$ cat config.mk
export PLATFORM = sky130hd
export DESIGN_NAME = motion_window_cycle_detector
export DESIGN_NICKNAME = d
export VERILOG_FILES = /design/src/rtl/core/mwcd_pkg.sv /design/src/rtl/core/mwcd_cfg_regs.sv /design/src/rtl/core/mwcd_window.sv /design/src/rtl/core/motion_window_cycle_detector.sv
export SDC_FILE = /design/constraint.sdc
export NUM_CORES = 1
export LEC_CHECK = 0
export CAP_MARGIN = 5
export CORE_AREA = 2 2 143 145
export CTS_BUF_LIST = sky130_fd_sc_hd__clkbuf_4
export CTS_CLUSTER_SIZE = 30
export DETAILED_ROUTE_END_ITERATION = 6
export DIE_AREA = 0 0 145 147
export DONT_BUFFER_PORTS = 1
export GPL_TIMING_DRIVEN = 0
export PLACE_DENSITY = 0.69
export SLEW_MARGIN = 20
export SYNTH_ARGS = -nofsm -noshare
export SYNTH_HDL_FRONTEND = slang
export SYNTH_SLANG_ARGS = --single-unit
export TNS_END_PERCENT = 20
$ cat constraint.sdc
create_clock -name clk -period 8.4 [get_ports clk]
set_input_delay 0.84 -clock clk [delete_from_list [all_inputs] [get_ports clk]]
set_output_delay 0.84 -clock clk [all_outputs]
set_load 0.01 [all_outputs]
$ cat src/rtl/core/mwcd_pkg.sv
// Shared types, constants and register codes for the motion window cycle detector.
// Depends on nothing; imported by every module of the block.
`timescale 1ns / 1ps

package mwcd_pkg;

    localparam int WINDOW_LEN       = 60;
    localparam int CNT_W            = $clog2(WINDOW_LEN + 1);
    localparam int CFG_COUNT_W      = 6;
    localparam int CMP_W            = (CNT_W > CFG_COUNT_W) ? CNT_W : CFG_COUNT_W;
    localparam int MOTION_COUNT_MAX = 63;

    localparam int MAG_W        = 16;
    localparam int INTERVAL_W   = 16;
    localparam int NOTIFY_CNT_W = 4;
    localparam int PHASE_W      = 2;
    localparam int CFG_ADDR_W   = 3;
    localparam int CFG_DATA_W   = 16;

    typedef logic [CNT_W-1:0]        count_t;
    typedef logic [MAG_W-1:0]        mag_t;
    typedef logic [INTERVAL_W-1:0]   interval_t;
    typedef logic [NOTIFY_CNT_W-1:0] notify_cnt_t;
    typedef logic [CFG_COUNT_W-1:0]  cfg_count_t;
    typedef logic [PHASE_W-1:0]      phase_code_t;
    typedef logic [CFG_ADDR_W-1:0]   cfg_addr_t;
    typedef logic [CFG_DATA_W-1:0]   cfg_data_t;

    // Phase codes as they appear on the result.
    localparam phase_code_t PHASE_START = 2'd0;
    localparam phase_code_t PHASE_WASH  = 2'd1;
    localparam phase_code_t PHASE_DOOR  = 2'd2;

    // Configuration register indexes.
    typedef enum logic [CFG_ADDR_W-1:0] {
        REG_REFERENCE_MAGNITUDE = 3'd0,
        REG_MOTION_THRESHOLD    = 3'd1,
        REG_START_COUNT         = 3'd2,
        REG_STOP_COUNT          = 3'd3,
        REG_DOOR_COUNT          = 3'd4,
        REG_NOTIFY_INTERVAL     = 3'd5,
        REG_MAX_NOTIFICATIONS   = 3'd6
    } cfg_reg_t;

    // Register reset values.
    localparam mag_t        RST_REFERENCE_MAGNITUDE = 16'd0;
    localparam mag_t        RST_MOTION_THRESHOLD    = 16'd10;
    localparam cfg_count_t  RST_START_COUNT         = 6'd45;
    localparam cfg_count_t  RST_STOP_COUNT          = 6'd10;
    localparam cfg_count_t  RST_DOOR_COUNT          = 6'd10;
    localparam interval_t   RST_NOTIFY_INTERVAL     = 16'd60;
    localparam notify_cnt_t RST_MAX_NOTIFICATIONS   = 4'd5;

    typedef struct packed {
        mag_t        reference_magnitude;
        mag_t        motion_threshold;
        cfg_count_t  start_count;
        cfg_count_t  stop_count;
        cfg_count_t  door_count;
        interval_t   notify_interval;
        notify_cnt_t max_notifications;
    } cfg_t;

    // Control for one window update: shift a bit in, then optionally fill or clear.
    typedef struct packed {
        logic shift;
        logic bit_in;
        logic fill;
        logic clear;
    } win_ctrl_t;

endpackage

$ cat src/rtl/core/mwcd_cfg_regs.sv
// Configuration register file of the motion window cycle detector.
// Depends on mwcd_pkg for the register codes, reset values and the cfg_t bundle.
`timescale 1ns / 1ps

module mwcd_cfg_regs (
    input  logic               clk,
    input  logic               rst_n,
    input  logic               cfg_valid,
    output logic               cfg_ready,
    input  mwcd_pkg::cfg_addr_t cfg_index,
    input  mwcd_pkg::cfg_data_t cfg_data,
    output mwcd_pkg::cfg_t     cfg
);
    import mwcd_pkg::*;

    cfg_t cfg_reg;
    cfg_t cfg_next;

    // Every write is taken at once.
    assign cfg_ready = 1'b1;
    assign cfg       = cfg_reg;

    always_comb
    begin
        cfg_next = cfg_reg;
        if (cfg_valid)
        begin
            case (cfg_reg_t'(cfg_index))
                REG_REFERENCE_MAGNITUDE: cfg_next.reference_magnitude = cfg_data;
                REG_MOTION_THRESHOLD:    cfg_next.motion_threshold    = cfg_data;
                REG_START_COUNT:         cfg_next.start_count = cfg_data[CFG_COUNT_W-1:0];
                REG_STOP_COUNT:          cfg_next.stop_count  = cfg_data[CFG_COUNT_W-1:0];
                REG_DOOR_COUNT:          cfg_next.door_count  = cfg_data[CFG_COUNT_W-1:0];
                REG_NOTIFY_INTERVAL:     cfg_next.notify_interval     = cfg_data;
                REG_MAX_NOTIFICATIONS:
                    cfg_next.max_notifications = cfg_data[NOTIFY_CNT_W-1:0];
                default:                 cfg_next = cfg_reg;
            endcase
        end
    end

    always_ff @(posedge clk or negedge rst_n)
    begin
        if (!rst_n)
        begin
            cfg_reg.reference_magnitude <= RST_REFERENCE_MAGNITUDE;
            cfg_reg.motion_threshold    <= RST_MOTION_THRESHOLD;
            cfg_reg.start_count         <= RST_START_COUNT;
            cfg_reg.stop_count          <= RST_STOP_COUNT;
            cfg_reg.door_count          <= RST_DOOR_COUNT;
            cfg_reg.notify_interval     <= RST_NOTIFY_INTERVAL;
            cfg_reg.max_notifications   <= RST_MAX_NOTIFICATIONS;
        end
        else
        begin
            cfg_reg <= cfg_next;
        end
    end

endmodule

$ cat src/rtl/core/mwcd_window.sv
// Motion window shift register with a running count of its ones.
// Depends on mwcd_pkg for the window length, count type and control bundle.
`timescale 1ns / 1ps

module mwcd_window (
    input  logic                clk,
    input  logic                rst_n,
    input  mwcd_pkg::win_ctrl_t ctrl,
    output mwcd_pkg::count_t    count_shift
);
    import mwcd_pkg::*;

    logic [WINDOW_LEN-1:0] window_reg;
    logic [WINDOW_LEN-1:0] window_next;
    count_t                count_reg;
    count_t                count_next;
    logic                  oldest;

    // The newest bit enters at the bottom; the oldest leaves from the top.
    assign oldest      = window_reg[WINDOW_LEN-1];
    assign count_shift = count_t'(count_reg + count_t'(ctrl.bit_in) - count_t'(oldest));

    always_comb
    begin
        window_next = window_reg;
        count_next  = count_reg;
        if (ctrl.shift)
        begin
            if (ctrl.fill)
            begin
                window_next = '1;
                count_next  = count_t'(WINDOW_LEN);
            end
            else if (ctrl.clear)
            begin
                window_next = '0;
                count_next  = '0;
            end
            else
            begin
                window_next = {window_reg[WINDOW_LEN-2:0], ctrl.bit_in};
                count_next  = count_shift;
            end
        end
    end

    always_ff @(posedge clk or negedge rst_n)
    begin
        if (!rst_n)
        begin
            window_reg <= '0;
            count_reg  <= '0;
        end
        else
        begin
            window_reg <= window_next;
            count_reg  <= count_next;
        end
    end

endmodule

$ cat src/rtl/core/motion_window_cycle_detector.sv
// Top level of the motion window cycle detector: input stage, phase machine, result stage.
// Depends on mwcd_pkg, mwcd_cfg_regs and mwcd_window.
`timescale 1ns / 1ps

// Usage.
// Each input request carries one magnitude sample (one per one-second tick) on the
// in_valid / in_stall channel; it is taken at a rising edge with in_valid high and
// in_stall low. Each request yields exactly one result request on out_valid /
// out_stall holding phase, motion, motion_count, notify and notifications_sent.
// The sample is captured in an input register; once the result register is free or is
// being emptied, the motion test, the running window count, the phase machine and the
// notification timer are evaluated in one pass and written into the result register,
// which drives out_valid. Throughput is one request per cycle while out_stall stays
// low, set by that single pass; the running count avoids summing the whole window.
// When the receiver raises out_stall the result is held unchanged; the input
// register still takes one more request, and in_stall rises only once both the
// input register and the result register are full.
// Configuration writes (cfg_valid / cfg_ready, always ready) are applied at once
// and are meant to be issued only while the block is idle.
// Reset clears the window, puts the machine in the awaiting start phase, zeroes the
// tick and notification counters, empties both stages and loads the register
// defaults.
module motion_window_cycle_detector (
    input  logic                     clk,
    input  logic                     rst_n,
    input  logic                     in_valid,
    output logic                     in_stall,
    input  mwcd_pkg::mag_t           magnitude,
    output logic                     out_valid,
    input  logic                     out_stall,
    output mwcd_pkg::phase_code_t    phase,
    output logic                     motion,
    output mwcd_pkg::cfg_count_t     motion_count,
    output logic                     notify,
    output mwcd_pkg::notify_cnt_t    notifications_sent,
    input  logic                     cfg_valid,
    output logic                     cfg_ready,
    input  mwcd_pkg::cfg_addr_t      cfg_index,
    input  mwcd_pkg::cfg_data_t      cfg_data
);
    import mwcd_pkg::*;

    // Phase machine states, one-hot.
    typedef enum logic [2:0] {
        ST_START = 3'b001,
        ST_WASH  = 3'b010,
        ST_DOOR  = 3'b100
    } phase_state_t;

    cfg_t cfg;

    // Input stage.
    logic  in_valid_reg;
    logic  in_valid_next;
    mag_t  mag_reg;
    logic  in_accept;
    logic  advance;

    // Result stage.
    logic        out_valid_reg;
    logic        out_valid_next;
    phase_code_t out_phase_reg;
    logic        out_motion_reg;
    cfg_count_t  out_count_reg;
    logic        out_notify_reg;
    notify_cnt_t out_sent_reg;

    // Block state.
    phase_state_t phase_reg;
    phase_state_t phase_next;
    interval_t    elapsed_reg;
    interval_t    elapsed_next;
    notify_cnt_t  sent_reg;
    notify_cnt_t  sent_next;

    // Per-tick datapath.
    mag_t        diff;
    logic        motion_bit;
    count_t      count_shift;
    logic [CMP_W-1:0] count_cmp;
    interval_t   elapsed_inc;
    logic        notify_hit;
    logic        notify_bit;
    logic        win_fill;
    logic        win_clear;
    phase_code_t phase_code;
    cfg_count_t  count_out;
    win_ctrl_t   win_ctrl;

    mwcd_cfg_regs u_cfg_regs (
        .clk       (clk),
        .rst_n     (rst_n),
        .cfg_valid (cfg_valid),
        .cfg_ready (cfg_ready),
        .cfg_index (cfg_index),
        .cfg_data  (cfg_data),
        .cfg       (cfg)
    );

    // The sample in the input register moves on whenever the result register is
    // free or is being emptied in this cycle.
    assign advance   = in_valid_reg && (!out_valid_reg || !out_stall);
    assign in_stall  = in_valid_reg && out_valid_reg && out_stall;
    assign in_accept = in_valid && !in_stall;

    assign in_valid_next  = in_accept || (in_valid_reg && !advance);
    assign out_valid_next = advance || (out_valid_reg && out_stall);

    // Motion test on the absolute distance from the reference.
    assign diff = (mag_reg >= cfg.reference_magnitude) ?
                  mag_t'(mag_reg - cfg.reference_magnitude) :
                  mag_t'(cfg.reference_magnitude - mag_reg);
    assign motion_bit = (diff >= cfg.motion_threshold);

    assign win_ctrl.shift  = advance;
    assign win_ctrl.bit_in = motion_bit;
    assign win_ctrl.fill   = win_fill;
    assign win_ctrl.clear  = win_clear;

    mwcd_window u_window (
        .clk         (clk),
        .rst_n       (rst_n),
        .ctrl        (win_ctrl),
        .count_shift (count_shift)
    );

    assign count_cmp = CMP_W'(count_shift);

    // The tick counter saturates rather than wrapping.
    assign elapsed_inc = (elapsed_reg == '1) ? elapsed_reg : interval_t'(elapsed_reg + 1'b1);
    assign notify_hit  = (elapsed_inc >= cfg.notify_interval) &&
                         (sent_reg < cfg.max_notifications);

    // At most one transition per tick. The window fill or clear applies after the
    // sample has been shifted in, so the reported count is the shifted count.
    always_comb
    begin
        phase_next   = phase_reg;
        elapsed_next = elapsed_reg;
        sent_next    = sent_reg;
        notify_bit   = 1'b0;
        win_fill     = 1'b0;
        win_clear    = 1'b0;
        case (phase_reg)
            ST_WASH:
            begin
                if (count_cmp <= CMP_W'(cfg.stop_count))
                begin
                    phase_next   = ST_DOOR;
                    elapsed_next = '0;
                    win_clear    = 1'b1;
                end
            end
            ST_DOOR:
            begin
                // The timer and the notification are settled before the exit test.
                elapsed_next = elapsed_inc;
                if (notify_hit)
                begin
                    notify_bit   = 1'b1;
                    elapsed_next = '0;
                    sent_next    = notify_cnt_t'(sent_reg + 1'b1);
                end
                if (count_cmp >= CMP_W'(cfg.door_count))
                begin
                    phase_next   = ST_START;
                    elapsed_next = '0;
                    sent_next    = '0;
                    win_clear    = 1'b1;
                end
            end
            default:
            begin
                // Awaiting start.
                phase_next = ST_START;
                if (count_cmp >= CMP_W'(cfg.start_count))
                begin
                    phase_next = ST_WASH;
                    win_fill   = 1'b1;
                end
            end
        endcase
    end

    always_comb
    begin
        case (phase_next)
            ST_WASH: phase_code = PHASE_WASH;
            ST_DOOR: phase_code = PHASE_DOOR;
            default: phase_code = PHASE_START;
        endcase
    end

    // The reported count saturates when the window is longer than the field allows.
    assign count_out = (count_cmp > CMP_W'(MOTION_COUNT_MAX)) ?
                       cfg_count_t'(MOTION_COUNT_MAX) : count_cmp[CFG_COUNT_W-1:0];

    // Control registers.
    always_ff @(posedge clk or negedge rst_n)
    begin
        if (!rst_n)
        begin
            in_valid_reg  <= 1'b0;
            out_valid_reg <= 1'b0;
            phase_reg     <= ST_START;
            elapsed_reg   <= '0;
            sent_reg      <= '0;
        end
        else
        begin
            in_valid_reg  <= in_valid_next;
            out_valid_reg <= out_valid_next;
            if (advance)
            begin
                phase_reg   <= phase_next;
                elapsed_reg <= elapsed_next;
                sent_reg    <= sent_next;
            end
        end
    end

    // Payload registers.
    always_ff @(posedge clk)
    begin
        if (in_accept)
        begin
            mag_reg <= magnitude;
        end
        if (advance)
        begin
            out_phase_reg  <= phase_code;
            out_motion_reg <= motion_bit;
            out_count_reg  <= count_out;
            out_notify_reg <= notify_bit;
            out_sent_reg   <= sent_next;
        end
    end

    assign out_valid          = out_valid_reg;
    assign phase              = out_phase_reg;
    assign motion             = out_motion_reg;
    assign motion_count       = out_count_reg;
    assign notify             = out_notify_reg;
    assign notifications_sent = out_sent_reg;

endmodule

==> metrics, run 1 <==
post-layout util 0.572; nets 1185; Post-DP Area 0.0110 sq mm; Ports 57; setup violators final 0; htree depth 4; crit path launch type flip-flop; clk_skew 0.0197 ns; largest cells by area after synthesis dfrtp_1 (34%), ha_1 (11%), edfxtp_1 (8.4%); P&R area growth vs syn 6.13%; Slew HR 0.335; Vias 7616; core area 0.0198 sq mm; total wire length 22100 um; Iteration-0 DRC Markers 506; total grt overflow 0; placer's final routability congestion estimate 0.852; Setup TNS 0 ns; Mapped Cells 1030; post-route cell area 0.0114 sq mm; DIE AREA 0.0213 sq mm; global-route wire length before repair 37300 um; average wire per standard cell 16.6 um; Worst-Skew Late Latency 0.59 ns; Top FF cell, synth dfrtp_1; Via-to-Cell Ratio 5.71; antenna violations before repair 1; Power per Cell Area 347 mW/mm^2; CP top delay family compound AO/OA/AOI/OAI gates; initial cell density of the core 0.539; worst path arrival time 7.91 ns; worst-path fanout max 10; CTS tree built; CTS Buffer Depth 2; Root Buffer clkbuf_4; clock slew at reported path FFs 0.17 ns; net count after synthesis 1165; final worst-path cycle share 0.879; Crit-path slowest cell edfxtp_1; Worst VDD drop 0.153 mV; hold violation count in the final report 0; post-cts repair resize count 0; Chip Width 145 um; Worst Hold Class in2async; Yosys warnings 0; clock sink count 191; via count of the first global-routing pass 7269; antenna viol nets, final 0; most frequent CP cell a21oi_1; synth unique cells 69; FP Rows 52; fin. max-slew vios 0; max cap viols 0; max reg flops 70; Yosys top cell area share 0.337; Post-synth EDFFs 30; post-route minimum period 7.39 ns; Detail Placement HPWL 16000 um; Cell Area, Synth 0.0107 sq mm; fmax 0.135 GHz; syn avg cell area 10.4 sq um; Total GRT Usage 0.216; CP endpoint kind flip-flop; layout cell share with drive strength beyond 1 0.120; TritonRoute pass-1 iters 5; Residual DRC 0; dominant cell type by area after synthesis dfrtp_1; CP Class reg2reg; Seq/Total Area, Yosys 0.463; Critical Path RT 8.92 ns; leak pwr 5.19 nW; PortBufs 0; fraction of synthesis flops using an asynchronous set or reset pin 0.843; total CTS buffers 17; worst-margin pin slew 0.998 ns; RSZ-0062 raised after global routing false; CP peak stage delay 0.44 ns; outcome finished clean; critical path buffer and inverter count 5; Yosys reg bits 191; pin count of the biggest net entering global routing 145; DIE HEIGHT 147 um
power by group:
| group | internal, mW | leakage, nW | switching, mW |
|---|---|---|---|
| clock network | 0.162 | 0.153 | 0.343 |
| logic | 0.897 | 2.83 | 1.07 |
| registers | 1.28 | 2.20 | 0.178 |
layout by cell type, fill, tap and decap left out, types with 5 or more instances in the layout:
cell      instances
a21o_1           22
xnor2_1          22
o21a_1            5
o31ai_1           7
dfrtp_1         144
o21ai_1           5
ha_1             92
a221o_1          61
nor2b_1           5
a21oi_1          55
o21ai_0          68
nor2_1           31
a211oi_1          8
a31oi_1           6
o21bai_1          6
clkbuf_1         23
buf_2            22
and2_1            9
xor2_1           10
nand2b_1         13
edfxtp_1         30
nand4_1          11
nand2_1          95
clkbuf_4         18
nand3_1          19
dfstp_2          17
nor3_1            6
and3_1            8
a22o_1           10
mux2i_1          11
mux2_2           31
inv_1           108
cell families (layout without fill, tap and decap cells):
group	after synthesis	in the layout	share of synthesized area
adders and majority gates	95	95	0.113
and+or+nand+nor	221	221	0.101
other	1	2	0.000351
muxes	42	42	0.0429
xor gates and xnor gates	32	32	0.0262
buffers and inverters	159	191	0.0608
DFF	191	191	0.463
AOI/OAI and AO/OA	289	289	0.193
Yosys cell counts, types with 24 or more instances:
cell / count
nor2_1: 31
edfxtp_1: 30
dfrtp_1: 144
inv_1: 108
mux2_2: 31
o21ai_0: 68
clkbuf_1: 24
ha_1: 92
nand2_1: 95
a221o_1: 61
a21oi_1: 55
area by class of cell:
cell class,count,area [sq um]
multi-input cells,680,5100
fillers,1691,8490
plain buffers,51,246
well taps,270,338
inverters,108,405
clock inverters,13,151
clock buffers,18,135
diodes,1,2.50
flip-flops and latches,191,4950
repair buffers,1,27.5
routing by layer:
metal	track usage	wire (um)
met1	0.320	11000
met2	0.330	10000
met3	0.0447	953
met4	0.0510	218
met5	0	0
worst paths after layout:
path | from | cells past startpoint | endpoint | slack (ns)
min in group clk | magnitude[8] | 0 | mag_reg[8] | 0.33
max in group asynchronous | rst_n | 1 | u_cfg_regs.cfg[16] | 7.63
max | mag_reg[0] | 34 | u_window.count_reg[0] | 1.01
min | rst_n | 0 | u_cfg_regs.cfg[7] | 0.08
max reg2reg | mag_reg[0] | 34 | u_window.count_reg[0] | 1.01
min reg2reg | u_window.window_reg[2] | 1 | u_window.window_reg[3] | 0.52
repair_timing:
action | CTS | global route
buffers inserted | 0 | 0
hold buffers | 1 | 0
endpoints found under the hold margin | 144 | 0
stage by stage:
step / setup WS (ns) / hold WS [ns] / instances / total power, mW
floorplan: 2.47 / 0.472 / 1030 / 2.97
global placement: 1.12 / 0.483 / 1300 / 3.36
detailed placement: 1.07 / 0.490 / 1300 / 3.42
CTS: 1.01 / 0.0353 / 1332 / 3.96
global route: 0.467 / 0.0260 / 1333 / 4.30
finish: 1.01 / 0.0814 / 1333 / 3.93
worst reg2reg max path, delay by kind of cell, from the launching register on:
kind | cells | cell delay (ns)
AOI/OAI and AO/OA | 20 | 3.93
adders and majority gates | 5 | 1.46
buffers and inverters | 5 | 0.80
xor gates and xnor gates | 2 | 0.51
DFF | 1 | 0.44
and+or+nand+nor | 2 | 0.18
(Power assumes the default switching activity.)
==> run 2: changes to the inputs <==
--- a/config.mk
+++ b/config.mk
@@ -6,16 +6,17 @@
 export NUM_CORES = 1
 export LEC_CHECK = 0
 export CAP_MARGIN = 5
-export CORE_AREA = 2 2 143 145
+export CORE_AREA = 2 2 146 148
 export CTS_BUF_LIST = sky130_fd_sc_hd__clkbuf_4
 export CTS_CLUSTER_SIZE = 30
 export DETAILED_ROUTE_END_ITERATION = 6
-export DIE_AREA = 0 0 145 147
+export DIE_AREA = 0 0 148 150
 export DONT_BUFFER_PORTS = 1
 export GPL_TIMING_DRIVEN = 0
-export PLACE_DENSITY = 0.69
+export PLACE_DENSITY = 0.7
 export SLEW_MARGIN = 20
 export SYNTH_ARGS = -nofsm -noshare
 export SYNTH_HDL_FRONTEND = slang
+export SYNTH_HIERARCHICAL = 1
 export SYNTH_SLANG_ARGS = --single-unit
 export TNS_END_PERCENT = 20
==> run 2 against run 1 <==
  * Non-clock buffer count is 12 higher
  * Worst setup slack worse by 0.45 ns
  * Clock skew is 0.0093 ns higher
  * Register-to-register slack worse by 0.45 ns
  * Sequential share of layout area is 1.9 points lower
  * Via count is 7.7% higher
  * Synthesized cell count is 9.3% higher
  * Largest power group unchanged
  * Critical endpoint is now u_window/window_reg[46]
  * Count of clock-buffer cells in the layout is 1 lower
  * Die area is 4.2% higher
  * Routed wire length is 5.3% higher
==> metrics, run 2 <==
max cap viols 0; CP Class reg2reg; Iteration-0 DRC Markers 633; core area 0.0207 sq mm; Vias 8202; fraction of synthesis flops using an asynchronous set or reset pin 0.843; CTS tree built; PortBufs 0; FP Rows 53; leak pwr 5.22 nW; Worst VDD drop 0.217 mV; Chip Width 148 um; Total GRT Usage 0.217; max reg flops 70; Via-to-Cell Ratio 5.71; Post-synth EDFFs 30; Crit-path slowest cell o41ai_1; via count of the first global-routing pass 7950; Root Buffer clkbuf_4; crit path launch type flip-flop; worst path arrival time 8.31 ns; clock slew at reported path FFs 0.16 ns; net count after synthesis 1261; pin count of the biggest net entering global routing 145; Power per Cell Area 362 mW/mm^2; dominant cell type by area after synthesis dfrtp_1; Detail Placement HPWL 16700 um; Worst Hold Class in2async; total wire length 23300 um; post-route cell area 0.0119 sq mm; post-route minimum period 7.83 ns; setup violators final 0; most frequent cells after synthesis a21oi_1 (177), dfrtp_1 (144), inv_1 (116), ha_1 (92), nor2_1 (86); total CTS buffers 17; fin. max-slew vios 0; global-route wire length before repair 38700 um; P&R area growth vs syn 5.85%; antenna viol nets, final 0; Critical Path RT 8.87 ns; synth unique cells 80; post-layout util 0.574; CP peak stage delay 0.89 ns; Yosys warnings 6; htree depth 4; worst-path fanout max 10; RSZ-0062 raised after global routing false; DIE HEIGHT 150 um; largest cells by area after synthesis dfrtp_1 (32%), ha_1 (10%), edfxtp_1 (8.0%); commonest cells after routing, fill and taps aside a21oi_1 (177), dfrtp_1 (144), inv_1 (116); Setup TNS 0 ns; total grt overflow 0; TritonRoute pass-1 iters 5; Residual DRC 0; Yosys top cell area share 0.321; CP endpoint kind flip-flop; antenna violations before repair 1; syn avg cell area 9.96 sq um; fmax 0.128 GHz; final worst-path cycle share 0.933; initial cell density of the core 0.542; Hold Slack 0.0758 ns; Mapped Cells 1126; Cell Area, Synth 0.0112 sq mm; dpl ws 0.632 ns; Slew HR 0.265; Yosys reg bits 191; average wire per standard cell 16.2 um; worst-margin pin slew 1.09 ns; CTS Buffer Depth 2; outcome finished clean; clock sink count 191; nets 1283; Ports 57; Post-DP Area 0.0116 sq mm; Top FF cell, synth dfrtp_1; most frequent cell after synthesis a21oi_1; commonest non-fill, non-tap cell in the layout a21oi_1; clk_skew 0.0291 ns; hold violation count in the final report 0; Seq/Total Area, Yosys 0.442; DIE AREA 0.0222 sq mm; layout cell share with drive strength beyond 1 0.157; Worst-Skew Late Latency 0.60 ns; slack of the critical path 0.566 ns; placer's final routability congestion estimate 0.855
run 2: changes by cell type in the layout (fill, tap and decap cells not counted), moves of 36 or more:
cell	before	now
a21oi_1	55	177
nor2_1	31	86
nand2_1	95	44
mux2_2	31	68
a221o_1	61	3
o21ai_0	68	32
run 2: cell families after synthesis:
family,Yosys count,synth area share
compound gates,318,0.171
simple gates,229,0.104
flops,191,0.442
buf+inv,178,0.0671
fa+ha+maj,95,0.108
mux,87,0.0863
xor+xnor,27,0.0218
other cells,1,0.000334
run 2: worst max-delay path, delay by kind of cell (launching register included):
family	cells	cell delay, ns
AOI/OAI and AO/OA	13	3.45
adders and majority gates	4	1.35
and+or+nand+nor	6	1.06
buffers and inverters	6	1.00
DFF	1	0.46
muxes	1	0.23
xor gates and xnor gates	1	0.16
run 2: per-stage QoR:
stage	total power, mW	cells
after global routing	4.72	1437
after global placement	3.75	1401
after CTS	4.33	1434
after detailed placement	3.82	1401
after floorplan	3.27	1126
final	4.30	1437
run 2: metal layers:
metal | GRT usage | vias up | wire length [um] | part of all wire
li1 | - | 4003 | - | -
met1 | 0.279 | 4004 | 10500 | 0.45
met2 | 0.369 | 162 | 11400 | 0.49
met3 | 0.0442 | 33 | 945 | 0.041
met4 | 0.0681 | 0 | 464 | 0.020
met5 | 0 | - | 0 | 0
run 2: power by group:
| part | switching, mW | internal, mW | total [mW] |
|---|---|---|---|
| Sequential | 0.165 | 1.24 | 1.40 |
| Combinational | 1.43 | 0.981 | 2.41 |
| Clock | 0.333 | 0.151 | 0.484 |
run 2: cell type report:
class,count,area (sq um)
diodes,1,2.50
plain buffers,61,313
clock buffers,17,128
clock inverters,15,134
fillers,1851,8820
inverters,117,439
multi-input cells,757,5510
flip-flops and latches,191,4950
well taps,275,344
repair buffers,3,47.5
run 2: worst paths after layout:
| path | depth (start not counted) | startpoint | slack (ns) | to |
|---|---|---|---|---|
| worst max-delay path | 31 | u_cfg_regs/cfg[63] | 0.57 | u_window/window_reg[46] |
| worst min-delay path | 0 | rst_n | 0.08 | u_cfg_regs/cfg[2] |
| worst max register to register | 31 | u_cfg_regs/cfg[63] | 0.57 | u_window/window_reg[46] |
| worst min register to register | 1 | in_valid_reg | 0.51 | out_valid |
| max in group asynchronous | 1 | rst_n | 7.42 | u_cfg_regs/cfg[7] |
| min in group clk | 0 | magnitude[0] | 0.32 | mag_reg[0] |
run 2: timing repair:
action / 4_1_cts / 5_1_grt
setup buffers: 0 / 0
hold endpoints to repair: 144 / 8
hold buffers: 1 / 2
resized for setup: 0 / 0
==> run 3: changes to the inputs <==
--- a/config.mk
+++ b/config.mk
@@ -6,14 +6,16 @@
 export NUM_CORES = 1
 export LEC_CHECK = 0
 export CAP_MARGIN = 5
-export CORE_AREA = 2 2 146 148
+export CELL_PAD_IN_SITES_DETAIL_PLACEMENT = 0
+export CELL_PAD_IN_SITES_GLOBAL_PLACEMENT = 1
+export CORE_AREA = 2 2 149 151
 export CTS_BUF_LIST = sky130_fd_sc_hd__clkbuf_4
 export CTS_CLUSTER_SIZE = 30
 export DETAILED_ROUTE_END_ITERATION = 6
-export DIE_AREA = 0 0 148 150
+export DIE_AREA = 0 0 151 153
 export DONT_BUFFER_PORTS = 1
 export GPL_TIMING_DRIVEN = 0
-export PLACE_DENSITY = 0.7
+export PLACE_DENSITY_LB_ADDON = 0.1
 export SLEW_MARGIN = 20
 export SYNTH_ARGS = -nofsm -noshare
 export SYNTH_HDL_FRONTEND = slang
==> run 3 against run 2 <==
  * Clock power grew 8.9%
  * Fmax is 1.6% higher
  * Critical path depth grew 2
  * Cell count increased by 0.21%
  * Sequential share of layout area down 0.11 points
  * Register-to-register slack gained 0.12 ns
  * First-iteration DRC count shrank 40%
  * Sequential power barely moved
  * Total power grew 1.6%
  * Critical path type unchanged
  * Utilization is 2.0 points lower
==> metrics, run 3 (synthesis gave the netlist of run 2 again) <==
Fill cells 2015; commonest non-fill, non-tap cell in the layout a21oi_1; CP peak stage delay 0.46 ns; max reg flops 70; leak pwr 5.24 nW; max cap viols 0; CP endpoint kind flip-flop; via count of the first global-routing pass 7869; total grt overflow 0; worst-margin pin slew 0.913 ns; core area 0.0215 sq mm; CTS tree built; CP Class reg2reg; Post-DP Area 0.0116 sq mm; setup violators final 0; Chip Width 151 um; clock sink count 191; clock slew at reported path FFs 0.17 ns; crit path launch type flip-flop; Post CTS Setup Buffer Count 0; CTS Buffer Depth 2; DIE AREA 0.0231 sq mm; fmax 0.130 GHz; Root Buffer clkbuf_4; Worst Hold Class in2async; FP Rows 54; worst path arrival time 8.17 ns; commonest cells after routing, fill and taps aside a21oi_1 (177), dfrtp_1 (144), inv_1 (116); Tot Pwr 4.37 mW; total CTS buffers 17; clk_skew 0.0240 ns; TritonRoute pass-1 iters 5; antenna violations before repair 1; antenna viol nets, final 0; most frequent CP cell ha_1; nets 1281; Detail Placement HPWL 17300 um; post-route cell area 0.0119 sq mm; CP top delay family compound AO/OA/AOI/OAI gates; global-route wire length before repair 39300 um; Critical Path RT 8.86 ns; Slew HR 0.385; pin count of the biggest net entering global routing 145; DIE HEIGHT 153 um; total wire length 23900 um; Residual DRC 0; Hold Slack 0.0797 ns; Ports 57; hold violation count in the final report 0; Power per Cell Area 367 mW/mm^2; Via-to-Cell Ratio 5.59; layout cell share with drive strength beyond 1 0.160; placer's final routability congestion estimate 0.833; fin. max-slew vios 0; Total GRT Usage 0.214; Worst-Skew Late Latency 0.58 ns; post-route minimum period 7.71 ns; average wire per standard cell 16.6 um; initial cell density of the core 0.522; Setup TNS 0 ns; PortBufs 0; htree depth 4; Worst VDD drop 0.213 mV; outcome finished clean; worst-path fanout max 10; Iteration-0 DRC Markers 382; critical path buffer and inverter count 6; RSZ-0062 raised after global routing false; P&R area growth vs syn 6.13%; Vias 8053; final worst-path cycle share 0.918; Crit-path slowest cell edfxtp_1
-- run 3: cell count changes in the layout (fill, tap and decap cells not counted), sizes merged --
| cell | delta |
|---|---|
| bufinv | +1 |
| clkbuf | +2 |
| clkinv | -2 |
| clkinvlp | -1 |
| dlygate4sd3 | -2 |
-- run 3: path summary, 6_finish.rpt --
check | start | to | slack, ns | cells past startpoint
worst max-delay path | mag_reg[0] | u_window/window_reg[39] | 0.69 | 33
worst min-delay path | rst_n | phase_reg[0] | 0.08 | 0
worst max register to register | mag_reg[0] | u_window/window_reg[39] | 0.69 | 33
worst min register to register | u_cfg_regs/cfg[30] | u_cfg_regs/cfg[30] | 0.52 | 1
max in group asynchronous | rst_n | u_window/window_reg[16] | 7.59 | 1
min in group clk | magnitude[5] | mag_reg[5] | 0.34 | 0
-- run 3: layout make-up --
type                            count  area (sq um)  area share
Antenna cell                        1          2.50    0.000210
Timing Repair Buffer                1          27.5     0.00231
Clock buffer                       19           143      0.0120
Clock inverter                     13           156      0.0131
Sequential cell                   191          4950       0.416
Inverter                          117           439      0.0369
Tap cell                          280           350      0.0294
Buffer                             61           313      0.0263
Multi-Input combinational cell    757          5520       0.464
-- run 3: through the flow --
stage                     cells   util  worst slack, ns
after floorplan            1126      -             2.15
after global routing       1440  0.554           0.0370
after CTS                  1439  0.553            0.398
final                      1440  0.554            0.690
after global placement     1406  0.538            0.420
after detailed placement   1406  0.538            0.456
-- run 3: timing repair --
item                                   4_1_cts  5_1_grt
setup endpoints to repair                    0       62
hold buffers                                 1        0
gates resized for setup                      0        1
endpoints found under the hold margin      144        0
-- run 3: routing by layer --
layer / wire length (um) / global-route usage / vias to the layer above
met5: 0 / 0 / -
met4: 372 / 0.0552 / 0
met3: 827 / 0.0460 / 20
met2: 11600 / 0.357 / 94
met1: 11100 / 0.284 / 3924
li1: - / - / 4015
-- run 3: report_power, final --
group	internal [mW]	switching, mW
clock	0.192	0.335
sequential	1.24	0.167
combinational	0.986	1.45
-- run 3: worst register-to-register path: cells and delay by family (launching register included) --
family | cells | cell delay [ns]
buffers and inverters | 6 | 0.86
DFF | 1 | 0.46
and+or+nand+nor | 3 | 0.28
AOI/OAI and AO/OA | 16 | 3.27
adders and majority gates | 6 | 2.08
muxes | 1 | 0.33
xor gates and xnor gates | 1 | 0.30
